`src/sv/lag_pkg.sv`:
```
// ----------------------------------------------------------------------------
// lag_pkg
// Shared types, constants and helper functions for the toroidal Life grid.
// ----------------------------------------------------------------------------
package lag_pkg;

    // Grid geometry
    localparam int GRID_WIDTH  = 64;
    localparam int GRID_HEIGHT = 64;
    localparam int ROW_W       = $clog2(GRID_HEIGHT);
    localparam int COL_W       = $clog2(GRID_WIDTH);
    // Two row banks: current generation and the one being built
    localparam int RAM_DEPTH   = 2 * GRID_HEIGHT;
    localparam int RAM_ADDR_W  = $clog2(RAM_DEPTH);
    // Generation sweep reads rows H-1, 0 .. H-1, 0
    localparam int GEN_W       = $clog2(GRID_HEIGHT + 2);

    // Item and result field widths
    localparam int OP_W    = 2;
    localparam int FIELD_W = 6;
    localparam int COUNT_W = 11;

    // Configuration port
    localparam int CFG_IDX_W  = 2;
    localparam int CFG_DATA_W = 32;
    localparam int THR_W      = 8;
    localparam int LIMIT_W    = 10;

    localparam logic [CFG_IDX_W-1:0] REG_SEED      = 2'd0;
    localparam logic [CFG_IDX_W-1:0] REG_DENSITY   = 2'd1;
    localparam logic [CFG_IDX_W-1:0] REG_RST_LIMIT = 2'd2;

    localparam logic [CFG_DATA_W-1:0] SEED_RESET    = 32'h1234_5678;
    localparam logic [THR_W-1:0]      DENSITY_RESET = 8'd230;
    localparam logic [LIMIT_W-1:0]    LIMIT_RESET   = 10'd240;

    // Operation codes
    localparam logic [OP_W-1:0] OP_STEP = 2'd0;
    localparam logic [OP_W-1:0] OP_READ = 2'd1;
    localparam logic [OP_W-1:0] OP_FILL = 2'd2;

    // xorshift32 shift amounts
    localparam int XS_A = 13;
    localparam int XS_B = 17;
    localparam int XS_C = 5;

    typedef struct packed {
        logic [OP_W-1:0]    op;
        logic [FIELD_W-1:0] row;
        logic [FIELD_W-1:0] col;
    } lag_item_t;

    typedef struct packed {
        logic               cell_alive;
        logic               refilled;
        logic [COUNT_W-1:0] generation_count;
    } lag_result_t;

    // Controller to datapath commands
    typedef struct packed {
        logic             load;       // request accepted, capture address
        logic             rd_en;      // read a row of the current bank
        logic             rd_user;    // address comes from the request
        logic [ROW_W-1:0] rd_row;
        logic             rd_gen;     // read feeds the row window
        logic             rd_emit;    // window full after this row: write result
        logic [ROW_W-1:0] rd_wrow;
        logic             capture;    // latch addressed cell
        logic             flip;       // swap banks at end of a generation
        logic             fill_step;  // one random cell
        logic [COL_W-1:0] fill_col;
        logic             fill_wr;    // row buffer complete
        logic [ROW_W-1:0] fill_row;
        logic             cnt_inc;
        logic             cnt_clr;
        logic             out_load;
        logic             refilled;
    } lag_cmd_t;

    // Datapath to controller status
    typedef struct packed {
        logic cnt_over;
        logic out_free;
    } lag_status_t;

    // One xorshift32 step
    function automatic logic [CFG_DATA_W-1:0] xs32(input logic [CFG_DATA_W-1:0] s);
        logic [CFG_DATA_W-1:0] v;
        begin
            v = s;
            v = v ^ (v << XS_A);
            v = v ^ (v >> XS_B);
            v = v ^ (v << XS_C);
            return v;
        end
    endfunction

    // Next state of one grid row from the rows above, at and below it
    function automatic logic [GRID_WIDTH-1:0] life_row(
        input logic [GRID_WIDTH-1:0] up,
        input logic [GRID_WIDTH-1:0] mid,
        input logic [GRID_WIDTH-1:0] dn
    );
        logic [GRID_WIDTH-1:0] res;
        logic [3:0]            n;
        int                    xl;
        int                    xr;
        begin
            res = '0;
            for (int x = 0; x < GRID_WIDTH; x++)
            begin
                xl = (x == 0) ? GRID_WIDTH - 1 : x - 1;
                xr = (x == GRID_WIDTH - 1) ? 0 : x + 1;
                n  = 4'(up[xl]) + 4'(up[x]) + 4'(up[xr])
                   + 4'(mid[xl]) + 4'(mid[xr])
                   + 4'(dn[xl]) + 4'(dn[x]) + 4'(dn[xr]);
                if (mid[x])
                    res[x] = (n == 4'd2) || (n == 4'd3);
                else
                    res[x] = (n == 4'd3);
            end
            return res;
        end
    endfunction

endpackage

```
`src/sv/lag_ctrl.sv`:
```
// ----------------------------------------------------------------------------
// lag_ctrl
// Sequencer: accepts a request, performs a cell read, walks the row sweep of a
// generation or the cell sweep of a refill, and hands the result to the output register.
// ----------------------------------------------------------------------------
module lag_ctrl
    import lag_pkg::*;
(
    input  logic              clk,
    input  logic              rst_n,
    input  logic              item_valid,
    input  logic [OP_W-1:0]   op,
    output logic              item_stall,
    input  lag_status_t       status,
    output lag_cmd_t          cmd
);

    typedef enum logic [3:0] {
        S_IDLE,
        S_RD_ISSUE,
        S_RD_CAPT,
        S_GEN_READ,
        S_GEN_DRAIN_A,
        S_GEN_DRAIN_B,
        S_GEN_END,
        S_FILL,
        S_FINISH
    } state_t;

    localparam logic [GEN_W-1:0] GEN_LAST = GEN_W'(GRID_HEIGHT + 1);
    localparam logic [ROW_W-1:0] ROW_LAST = ROW_W'(GRID_HEIGHT - 1);
    localparam logic [COL_W-1:0] COL_LAST = COL_W'(GRID_WIDTH - 1);

    state_t           state_reg, state_next;
    logic [GEN_W-1:0] k_reg, k_next;
    logic [ROW_W-1:0] row_reg, row_next;
    logic [COL_W-1:0] col_reg, col_next;
    logic             refill_reg, refill_next;

    logic             accept;
    logic [GEN_W-1:0] k_minus1;
    logic [GEN_W-1:0] k_minus2;

    assign item_stall = (state_reg != S_IDLE);
    assign accept     = item_valid && (state_reg == S_IDLE);
    assign k_minus1   = k_reg - GEN_W'(1);
    assign k_minus2   = k_reg - GEN_W'(2);

    // Next state and commands
    always_comb
    begin
        state_next  = state_reg;
        k_next      = k_reg;
        row_next    = row_reg;
        col_next    = col_reg;
        refill_next = refill_reg;
        cmd         = '0;
        cmd.refilled = refill_reg;

        unique case (state_reg)
            S_IDLE:
            begin
                if (accept)
                begin
                    cmd.load    = 1'b1;
                    refill_next = 1'b0;
                    k_next      = '0;
                    row_next    = '0;
                    col_next    = '0;
                    if (op == OP_STEP)
                        state_next = S_GEN_READ;
                    else if (op == OP_READ)
                        state_next = S_RD_ISSUE;
                    else if (op == OP_FILL)
                    begin
                        refill_next = 1'b1;
                        state_next  = S_FILL;
                    end
                    else
                        state_next = S_FINISH;
                end
            end

            S_RD_ISSUE:
            begin
                cmd.rd_en   = 1'b1;
                cmd.rd_user = 1'b1;
                state_next  = S_RD_CAPT;
            end

            S_RD_CAPT:
            begin
                cmd.capture = 1'b1;
                state_next  = S_FINISH;
            end

            // Row sweep with wrap: H-1, 0, 1, .., H-1, 0
            S_GEN_READ:
            begin
                cmd.rd_en   = 1'b1;
                cmd.rd_gen  = 1'b1;
                cmd.rd_emit = (k_reg >= GEN_W'(2));
                cmd.rd_wrow = k_minus2[ROW_W-1:0];
                if (k_reg == '0)
                    cmd.rd_row = ROW_LAST;
                else if (k_reg == GEN_LAST)
                    cmd.rd_row = '0;
                else
                    cmd.rd_row = k_minus1[ROW_W-1:0];
                if (k_reg == GEN_LAST)
                    state_next = S_GEN_DRAIN_A;
                else
                    k_next = k_reg + GEN_W'(1);
            end

            S_GEN_DRAIN_A:
                state_next = S_GEN_DRAIN_B;

            S_GEN_DRAIN_B:
                state_next = S_GEN_END;

            S_GEN_END:
            begin
                cmd.flip = 1'b1;
                if (status.cnt_over)
                begin
                    refill_next = 1'b1;
                    row_next    = '0;
                    col_next    = '0;
                    state_next  = S_FILL;
                end
                else
                begin
                    cmd.cnt_inc = 1'b1;
                    state_next  = S_FINISH;
                end
            end

            // One random cell per cycle, row-major
            S_FILL:
            begin
                cmd.fill_step = 1'b1;
                cmd.fill_col  = col_reg;
                cmd.fill_row  = row_reg;
                cmd.fill_wr   = (col_reg == COL_LAST);
                if (col_reg == COL_LAST)
                begin
                    col_next = '0;
                    row_next = row_reg + ROW_W'(1);
                    if (row_reg == ROW_LAST)
                    begin
                        cmd.cnt_clr = 1'b1;
                        state_next  = S_FINISH;
                    end
                end
                else
                    col_next = col_reg + COL_W'(1);
            end

            S_FINISH:
            begin
                if (status.out_free)
                begin
                    cmd.out_load = 1'b1;
                    state_next   = S_IDLE;
                end
            end

            default:
                state_next = S_IDLE;
        endcase
    end

    // State and counters
    always_ff @(posedge clk or negedge rst_n)
    begin
        if (!rst_n)
        begin
            state_reg  <= S_IDLE;
            k_reg      <= '0;
            row_reg    <= '0;
            col_reg    <= '0;
            refill_reg <= 1'b0;
        end
        else
        begin
            state_reg  <= state_next;
            k_reg      <= k_next;
            row_reg    <= row_next;
            col_reg    <= col_next;
            refill_reg <= refill_next;
        end
    end

endmodule

```
`config.mk`:
```
export PLATFORM = sky130hd
export DESIGN_NAME = lag_ctrl
export DESIGN_NICKNAME = d
export VERILOG_FILES = /design/src/sv/lag_pkg.sv /design/src/sv/lag_ctrl.sv
export SDC_FILE = /design/constraint.sdc
export NUM_CORES = 1
export LEC_CHECK = 0
export BUFFER_PORTS_ARGS = -buffer_cell sky130_fd_sc_hd__buf_2
export CAP_MARGIN = 20
export CELL_PAD_IN_SITES_DETAIL_PLACEMENT = 2
export CELL_PAD_IN_SITES_GLOBAL_PLACEMENT = 2
export CORE_UTILIZATION = 30
export CTS_CLUSTER_DIAMETER = 200
export CTS_CLUSTER_SIZE = 20
export DETAILED_ROUTE_END_ITERATION = 10
export PLACE_DENSITY = 0.77
export SLEW_MARGIN = 30
export SYNTH_ARGS = -nofsm -noshare
export SYNTH_HDL_FRONTEND = slang
export SYNTH_SLANG_ARGS = --single-unit
```
`constraint.sdc`:
```
create_clock -name clk -period 2.1 [get_ports clk]
set_input_delay 0.315 -clock clk [delete_from_list [all_inputs] [get_ports clk]]
set_output_delay 0.315 -clock clk [all_outputs]
set_load 0.02 [all_outputs]
```
Word-level counts from Yosys, hierarchy flattened
Cells that the tools add are included.

cells by class
  add/sub/neg operators = 5
  $lt $le $gt $ge = 1
  eq/ne operators = 20
  mux-type cells = 42
  reductions and logical operators = 14

operators with widths
  operator                                                                             number
  4-bit 2-to-1 mux                                                                     9
  6-bit 2-to-1 mux                                                                     6
  4-bit one-hot mux with 9 select lines                                                1
  6-bit one-hot mux with 3 select lines                                                2
  14-bit 2-to-1 mux                                                                    2
  1-bit 2-to-1 mux                                                                     18
  4-bit by 3-bit == test with 1-bit output, second input constant                      4
  7-bit 2-to-1 mux                                                                     2
  2-bit != test, second input constant                                                 7
  7-bit one-hot mux with 2 select lines                                                1
  6-bit by 1-bit adder with 6-bit output, second input constant                        2
  6-bit == test, second input constant                                                 2
  3-bit AND reduction                                                                  3
  4-bit by 2-bit == test with 1-bit output, second input constant                      2
  7-bit by 1-bit adder with 7-bit output, second input constant                        1
  7-bit == test, second input constant                                                 1
  7-bit by 2-bit greater-or-equal comparator with 1-bit output, second input constant  1
  7-bit logical NOT                                                                    1
  6-bit by 1-bit subtractor with 6-bit output, second input constant                   1
  6-bit by 2-bit subtractor with 6-bit output, second input constant                   1
  5-bit AND reduction                                                                  1
  4-bit by 1-bit == test with 1-bit output, second input constant                      1
  4-bit == test, second input constant                                                 1
  4-bit logical NOT                                                                    1
  10 further kinds                                                                     11

storage, ports and cells
  bits in registers = 24
  input port bits = 7
  word-level logic and storage cells = 87

Logic depth before layout (Yosys ltp)
Gate-level depths: netlist of the first run.

  word-level depth = 6
  depth in mapped cells = 7
  mapped depth without buffers = 6

Worst setup path after synthesis of the first run
Ideal clock, no wire load.

  path type = register to output
  start point = register state_reg[3]
  end point = output port cmd[2] (netlist bit)
  data arrival time = 1,926 ps
  required time = 1,785 ps
  setup slack = -141 ps
  cell stages (with the launch flop) = 4
  buffers on the path = 0
  cell sequence = dfrtp_1 > nand4b_1 > nor3_1 > and3_1

RTL lines
  what                    line             source
  start, declared         lag_ctrl.sv:34   state_t state_reg, state_next;
  start signal, assigned  lag_ctrl.sv:187  state_reg <= state_next;
  end, declared           lag_ctrl.sv:15   output lag_cmd_t cmd

==> results of run 1 <==
-- per-layer routing --
layer | GRT usage, % | vias up
met4 | 7.78 | 0
met2 | 41.9 | 43
met5 | 0 | -
met1 | 27.2 | 1008
met3 | 1.51 | 15
li1 | - | 903
-- synth_stat cells, types with 2 or more instances --
library cell	n	area share [%]
nor3b_1	2	0.85
ha_1	8	5.7
o211ai_1	2	0.85
a32o_1	2	1.1
xnor2_1	7	3.5
a21oi_1	10	2.8
clkbuf_1	11	2.3
a31oi_1	2	0.71
mux2_2	4	2.6
a22o_1	3	1.5
nor2b_1	3	1.1
o21ai_0	13	3.7
a211oi_1	4	1.7
or2_2	4	1.4
nand2_1	18	3.8
dfrtp_1	24	34
nand3_1	8	2.3
o31ai_1	2	0.85
nor2_1	28	6.0
or4_1	2	0.85
nor3_1	4	1.1
xor2_1	2	0.99
nand4bb_1	2	1.3
nor4_1	2	0.71
and2_1	12	4.3
or3_1	2	0.71
and3_1	3	1.1
nor4b_1	2	0.99
inv_1	12	2.6
-- metrics by stage --
step / cells / cell area [sq um]
4_1_cts: 353 / 2370
3_5_place_dp: 343 / 2200
6_report: 359 / 2530
5_1_grt: 359 / 2530
3_3_place_gp: 343 / 2200
2_1_floorplan: 216 / 1770
-- timing repair --
| action | CTS | global route |
|---|---|---|
| setup endpoints to repair | 6 | 20 |
| buffers inserted | 6 | 6 |
| gates resized for setup | 16 | 31 |
| pin swaps | 2 | 7 |
| hold endpoints to repair | 0 | 0 |
-- kinds of logic after synthesis --
logic type / count (synthesis)
buffers and inverters: 24
DFF: 24
AOI/OAI and AO/OA: 48
adders and majority gates: 8
xor gates and xnor gates: 9
and+or+nand+nor: 99
muxes: 4
-- power groups by stage --
stage	combinational, uW	sequential (uW)	clock [uW]
3_3_place_gp	1270	630	0
3_5_place_dp	1310	638	0
2_1_floorplan	846	634	0
5_1_grt	1750	672	447
6_report	1620	664	423
4_1_cts	1430	636	430
-- layout make-up --
class	count	area, sq um
Clock buffer	3	41.3
Clock inverter	1	30.0
Fill cell	630	3040
Inverter	12	52.6
Multi-Input combinational cell	168	1190
Sequential cell	24	606
Tap cell	72	90.1
Timing Repair Buffer	79	520
-- cell usage in the layout (no fill, tap or decap), types with 3 or more instances in the layout --
| master | n |
|---|---|
| a211oi_1 | 4 |
| a21oi_1 | 9 |
| a22o_1 | 3 |
| and2_1 | 12 |
| buf_2 | 38 |
| buf_4 | 35 |
| buf_6 | 6 |
| clkbuf_8 | 3 |
| dfrtp_1 | 20 |
| dfrtp_2 | 4 |
| ha_1 | 4 |
| ha_4 | 4 |
| inv_1 | 7 |
| inv_4 | 3 |
| mux2_2 | 4 |
| nand2_1 | 17 |
| nand3_1 | 7 |
| nor2_1 | 25 |
| nor2b_1 | 3 |
| nor3_1 | 3 |
| o21ai_0 | 12 |
| or2_2 | 4 |
| xnor2_1 | 7 |
-- path summary, 6_finish.rpt --
kind / startpoint / slack, ns / end / depth (start not counted)
worst max-delay path: state_reg[3] / -0.02 / cmd[36] / 5
worst min-delay path: rst_n / 0.02 / row_reg[3] / 1
worst max register to register: state_reg[0] / 0.07 / col_reg[5] / 4
worst min register to register: refill_reg / 0.51 / refill_reg / 1
max in group asynchronous: rst_n / 1.66 / k_reg[0] / 1
min in group clk: op[0] / 0.46 / refill_reg / 3
-- worst reg2reg max path, delay by kind of cell (launching register included) --
family	cells	cell delay (ns)
flip-flops	1	0.41
AND/OR/NAND/NOR	2	1.12
AO/OA/AOI/OAI	2	0.44
==> flow_summary.ini, run 1 <==
[timing]
period_share_pct = 101
period_needed_ns = 2.12
setup_tns_ns = -0.0347
fmax_mhz = 471
setup-violations-final = 3
finalWorstSetupSlack_ns = -0.0238
worst_pin_slew_ns = 0.573
rsz0062_at_grt = yes
report.final.hold_viol_count = 0
fin_skew_ns = 0.0111
slew_headroom_pct = 61.8
hold_slack_ns = 0.0162
slew_violations = 0

[clock_tree]
root_buffer = clkbuf_8
path_clk_slew_ns = 0.10
cts_tree = built
cts_buffer_depth = 2
insertion_delay_ns = 0.28
cts_made_buffers = 3
cts.sinks = 24
holdBufCountCts = 0
h-tree-depth = 1

[synth]
yosys_warnings = 0
synth_top_family_by_area = simple AND/OR/NAND/NOR gates
ys.flop_type = dfrtp_1
syn-instance-count = 216
synthMuxAreaShare_pct = 2.56
synth-simple-area-share_pct = 29.8
yosysSeqAreaShare_pct = 34.1
synth-async-reset-ratio_pct = 100
synthXorXnorAreaFrac_pct = 4.47
synth_compound_area_share_pct = 18.0
synth_cell_types = 47
synthAdderAreaFrac_pct = 5.68
syn_area_per_cell_sq_um = 8.16
ys_ff_latch = 24
syn_nets = 231
synth_edf_count = 0
synth_area_sq_um = 1760

[floorplan]
pin_count = 45
coreArea_sq_um = 5570
fp.dieH_microns = 78.6
dieArea_sq_um = 6180
row_count = 27
initial_core_util_pct = 31.6
die_w_microns = 78.6

[place]
dp_hpwl_microns = 4280
io_buffer_count = 44
gp_congestion = 0.761
pre_cts_ws_ns = 0.101

[detailed_routing]
drtPass1Iterations = 4
finalWirelength_microns = 7680
wl_met3_microns = 165
top_layer = met4
vias = 1969
via_per_inst = 5.48
drtIter0Drc = 79
met2RoutedLength_microns = 4050
m1WireLength_microns = 3320
route.detailed.drc = 0
wire_per_inst_microns = 21.4
ant_nets = 0

[power]
swShare_pct = 43.9
power_density_nw_per_um2 = 1070
p_clk_share_pct = 15.6
power_frac_comb_pct = 59.9
p_int_uw = 1520
irDropWorstVdd_uv = 415
p_leak_uw = 0.00124
switchingPower_uw = 1190
power_uw = 2710
seq_power_share_pct = 24.5

[outcome]
violations = negative setup slack
status = finished with violations

[worst_setup_path]
crit_required_ns = 1.78
cp-start-kind = flip-flop
worstSetupEndpointType = primary output
path_delay_family = buffers and inverters
worstPathArrival_ns = 1.81
path_cells = buf_4 > nor4_2 > nand2_1 > inv_1 > buf_2
critPathKind = flip-flop to primary output
cp.buffers_inverters = 3
slowest_delay_ns = 0.45
cp_max_fo = 12
cp_slowest_cell = dfrtp_1

[min_path]
hp-class = input port to asynchronous set/reset pin

[finish]
largest_register_ffs = 7
areaGrowthSynthToFinish_pct = 43.8
diodes = 0
layout-drive-gt1-share_pct = 41.1
nNetsFinal = 303
final_util_pct = 45.4

[run]
max_cap_violations = 0

[grt]
grt_overflow_total = 0
antenna_found_initial = 0
grt.total_usage_pct = 22.6
grt_pass1_vias = 2061
grt_max_degree = 25
grt_pass1_wl_microns = 10800
Power figures use the tool's default switching activity.
==> inputs of run 2 (changes only) <==
Settings changed: GPL_TIMING_DRIVEN set to 1.
Clock period 2.1 ns to 2.2 ns, I/O delays scaled along.
==> run 2 against run 1 <==
Compared with the run above: the flow still finishes with violations (negative setup slack); first-iteration DRC count grew 6.3%; non-clock buffer count decreased by 2; highest routed layer unchanged; combinational power fell by 8%; core utilization down 1.1 points.
==> flow_summary.ini, run 2 (same netlist as run 1, synthesis figures left out) <==
[outcome]
status = finished with violations
violations = negative setup slack

[run]
max_cap_violations = 0

[finish]
multi_input_area_sq_um = 1150
final_cells = 357
diodes = 0
seq_area_sq_um = 602
largest_register_ffs = 7
final_util_pct = 44.4
final_common_cell = buf_2
nNetsFinal = 301
mostFrequentLayoutCells = 41 x buf_2, 31 x buf_4, 26 x nor2_1
fill_cells = 628
areaGrowthSynthToFinish_pct = 40.4
layout-drive-gt1-share_pct = 38.6

[worst_setup_path]
cp_max_fo = 4
worstPathArrival_ns = 1.98
reg2reg_slack_ns = 0.10
cp-start-kind = flip-flop
crit_required_ns = 1.87
worstSetupEndpointType = primary output
reg2reg_to = k_reg[2]
r2r-start = k_reg[1]
rr_worst_depth = 8
critPathKind = flip-flop to primary output

[clock_tree]
cts_tree = built
insertion_delay_ns = 0.29
h-tree-depth = 1
cts_buffer_depth = 2
cts.sinks = 24
root_buffer = clkbuf_8
path_clk_slew_ns = 0.10
holdBufCountCts = 0
cts_made_buffers = 3

[min_path]
hp-class = input port to asynchronous set/reset pin

[grt]
antenna_found_initial = 0
grt_pass1_vias = 1991
grt_overflow_total = 0
grt.total_usage_pct = 21.7
grt_max_degree = 25
grt_pass1_wl_microns = 10400

[timing]
fmax_mhz = 433
setup-violations-final = 5
finalWorstSetupSlack_ns = -0.110
report.final.hold_viol_count = 0
worst_pin_slew_ns = 0.591
slew_violations = 0
fin_skew_ns = 0.00698
slew_headroom_pct = 60.6
rsz0062_at_grt = yes
period_share_pct = 105
period_needed_ns = 2.31

[power]
irDropWorstVdd_uv = 440
switchingPower_uw = 1120
p_clk_share_pct = 16.7
p_leak_uw = 0.00122
power_frac_comb_pct = 58.9
p_int_uw = 1410
seq_power_share_pct = 24.5
swShare_pct = 44.3
power_density_nw_per_um2 = 1020

[floorplan]
pin_count = 45
fp.dieH_microns = 78.6
row_count = 27
initial_core_util_pct = 31.6
dieArea_sq_um = 6180
coreArea_sq_um = 5570
die_w_microns = 78.6

[detailed_routing]
drtPass1Iterations = 4
wire_per_inst_microns = 19.9
ant_nets = 0
vias = 1938
route.detailed.drc = 0
drtIter0Drc = 84
via_per_inst = 5.43
finalWirelength_microns = 7100

[place]
post-place-cells = 341
io_buffer_count = 44
gp_congestion = 0.758
dp_hpwl_microns = 4450
[run 2: per-layer routing]
layer	share of wire (%)	wire length, microns	global-route usage, %	up-vias
li1	-	-	-	899
met1	44	3140	26.8	992
met2	51	3640	39.6	38
met3	2.2	159	1.51	9
met4	2.2	158	7.41	0
met5	0	0	0	-
[run 2: cell type report]
class	instances	area share, %
multi-input combinational	168	46.5
sequential	24	24.3
timing repair buffer	77	20.7
tap	72	3.64
inverter	12	1.92
clock buffer	3	1.67
clock inverter	1	1.21
[run 2: power groups by stage]
stage | clock, uW | sequential, uW | combinational (uW)
3_5_place_dp | 0 | 615 | 1250
2_1_floorplan | 0 | 605 | 808
4_1_cts | 426 | 608 | 1340
6_report | 422 | 619 | 1490
3_3_place_gp | 0 | 606 | 1190
5_1_grt | 437 | 629 | 1610
[run 2: repair_timing]
item / 4_1_cts / 5_1_grt
resized for setup: 11 / 21
setup buffers: 5 / 7
pin swaps: 1 / 5
cloned: 0 / 0
setup endpoints to repair: 5 / 16
[run 2: worst max-delay path, cell delays in order (launching register included)]
cell	delay (ns)
dfrtp_2	0.50
ha_4	0.19
nand4bb_1	0.16
buf_4	0.16
nor2_2	0.04
or3_1	0.32
a31oi_1	0.17
buf_4	0.16
[run 2: how the worst max path moves through the flow]
stage / start / to / depth (start not counted)
final: k_reg[0] / cmd[31] / 7
after global routing: k_reg[0] / cmd[31] / 7
after CTS: k_reg[0] / cmd[31] / 7
after detailed placement: k_reg[0] / cmd[31] / 6
after global placement: k_reg[0] / cmd[31] / 6
after floorplan: state_reg[3] / cmd[33] / 5
[run 2: per-stage QoR]
step	setup TNS, ns	worst slack [ns]	total power (uW)	hold slack, ns	area [sq um]
after floorplan	0	0.192	1410	0.0344	1770
after global placement	0	0.124	1800	0.362	2200
after detailed placement	0	0.0827	1870	0.370	2200
after CTS	-0.101	-0.0282	2380	0.0538	2350
after global routing	-0.464	-0.158	2680	0.0693	2470
final	-0.157	-0.110	2530	0.0292	2470
==> inputs of run 3 (changes only) <==
Settings changed: CORE_UTILIZATION 30 to 33, PLACE_DENSITY 0.77 to 0.84.
Clock period 2.2 ns to 2.8 ns, I/O delays scaled along.
==> run 3 against run 2 <==
Compared with the run above: the run now ends clean; critical path type unchanged; sequential share of layout area rose by 3.8 points; critical path depth fell by 1; clock-buffer cell count did not move; die area fell by 8.9%.
==> flow_summary.ini, run 3 (same netlist as run 1, synthesis figures left out) <==
[outcome]
status = completed

[grt]
grt_use_met3_pct = 2.41
grt_pass1_vias = 1778
gr-usage-met1_pct = 28.0
grt_max_degree = 25
grt.total_usage_pct = 21.6
grt_pass1_wl_microns = 9100
busiest_layer = met2
use_met2_pct = 38.7
antenna_found_initial = 0
grt_overflow_total = 0

[clock_tree]
cts_buffer_depth = 2
cts_tree = built
insertion_delay_ns = 0.28
cts_resized = 0
holdBufCountCts = 0
root_buffer = clkbuf_8
cts.sinks = 24
cts_made_buffers = 3
h-tree-depth = 1
path_clk_slew_ns = 0.10
post_cts_buffers = 0

[worst_setup_path]
worstSetupEndpointType = primary output
worstPathArrival_ns = 2.15
crit_required_ns = 2.38
crit_path_end = cmd[30]
cp-start-kind = flip-flop
reg2reg_to = state_reg[3]
reg2reg_slack_ns = 0.44
startpoint = k_reg[1]
cp_max_fo = 7
r2r-start = k_reg[1]
rr_worst_depth = 6
critPathKind = flip-flop to primary output

[detailed_routing]
via_per_inst = 5.38
ant_nets = 0
vias = 1763
wire_per_inst_microns = 17.3
finalWirelength_microns = 5660
drtPass1Iterations = 4
route.detailed.drc = 0
drtIter0Drc = 35

[place]
gp_congestion = 0.793
dp_hpwl_microns = 4100
post-place-cells = 324
dpl_cell_area_sq_um = 2070
io_buffer_count = 44

[power]
p_int_uw = 932
power_density_nw_per_um2 = 784
power_frac_comb_pct = 47.8
irDropWorstVdd_uv = 374
p_leak_uw = 0.00108
p_clk_share_pct = 18.7
seq_power_share_pct = 33.5
switchingPower_uw = 743
swShare_pct = 44.3

[floorplan]
initial_core_util_pct = 34.3
dieArea_sq_um = 5630
fp.dieH_microns = 75.1
die_w_microns = 75.1
pin_count = 45
row_count = 26
coreArea_sq_um = 5140

[timing]
fin_skew_ns = 0.0152
slew_headroom_pct = 49.6
setup-violations-final = 0
rsz0062_at_grt = no
hold_slack_ns = 0.133
setup_tns_ns = 0
report.final.hold_viol_count = 0
slew_violations = 0
worst_pin_slew_ns = 0.748
period_needed_ns = 2.57
fmax_mhz = 389
period_share_pct = 91.9

[finish]
final_common_cell = buf_2
final_cells = 328
diodes = 0
areaGrowthSynthToFinish_pct = 21.3
mostFrequentLayoutCells = 44 x buf_2, 28 x nor2_1, 24 x dfrtp_1
largest_register_ffs = 7
stdcell_area_sq_um = 2140
layout-drive-gt1-share_pct = 24.4
nNetsFinal = 274

[run]
max_cap_violations = 0

[min_path]
hp-class = input port to asynchronous set/reset pin
==> run 3: area by class of cell <==
cell class,instances,area (sq um)
clock buffer,3,41.3
clock inverter,1,30.0
fill,641,3000
inverter,12,45.0
multi-input combinational,168,1070
sequential,24,601
tap,70,87.6
timing repair buffer,50,265
==> run 3: how the worst min path moves through the flow <==
stage	startpoint	to	slack, ns	depth (start not counted)
final	rst_n	k_reg[4]	0.13	1
after global routing	rst_n	k_reg[6]	0.17	1
after CTS	rst_n	k_reg[6]	0.15	1
after detailed placement	rst_n	k_reg[1]	0.45	1
after global placement	rst_n	k_reg[1]	0.45	1
after floorplan	rst_n	col_reg[0]	0.12	0
==> run 3: worst max-delay path, cell delays in order, from the launching register on <==
cell and delay (ns):
dfrtp_1 0.46, inv_1 0.14, ha_1 0.15, nand4bb_1 0.17, o21ai_0 0.65, nor2_1 0.12
buf_2 0.19
==> run 3: metal layers <==
layer | part of all wire (%) | routed length (microns)
met1 | 46 | 2590
met2 | 51 | 2860
met3 | 2.9 | 162
met4 | 0.90 | 51
met5 | 0 | 0
==> run 3: through the flow <==
stage / util (%) / setup slack (ns) / power [uW]
final: 41.6 / 0.228 / 1670
after global routing: 41.6 / 0.112 / 1800
after CTS: 41.6 / 0.254 / 1690
after detailed placement: 40.2 / 0.511 / 1370
after global placement: 40.2 / 0.608 / 1330
after floorplan: - / 0.454 / 1110
==> run 3: power by group through the flow <==
stage                     logic, uW  clock network (uW)  registers (uW)
after floorplan                 634                   0             475
after global placement          770                   0             560
after detailed placement        801                   0             566
after CTS                       813                 321             561
after global routing            883                 332             581
final                           801                 313             561
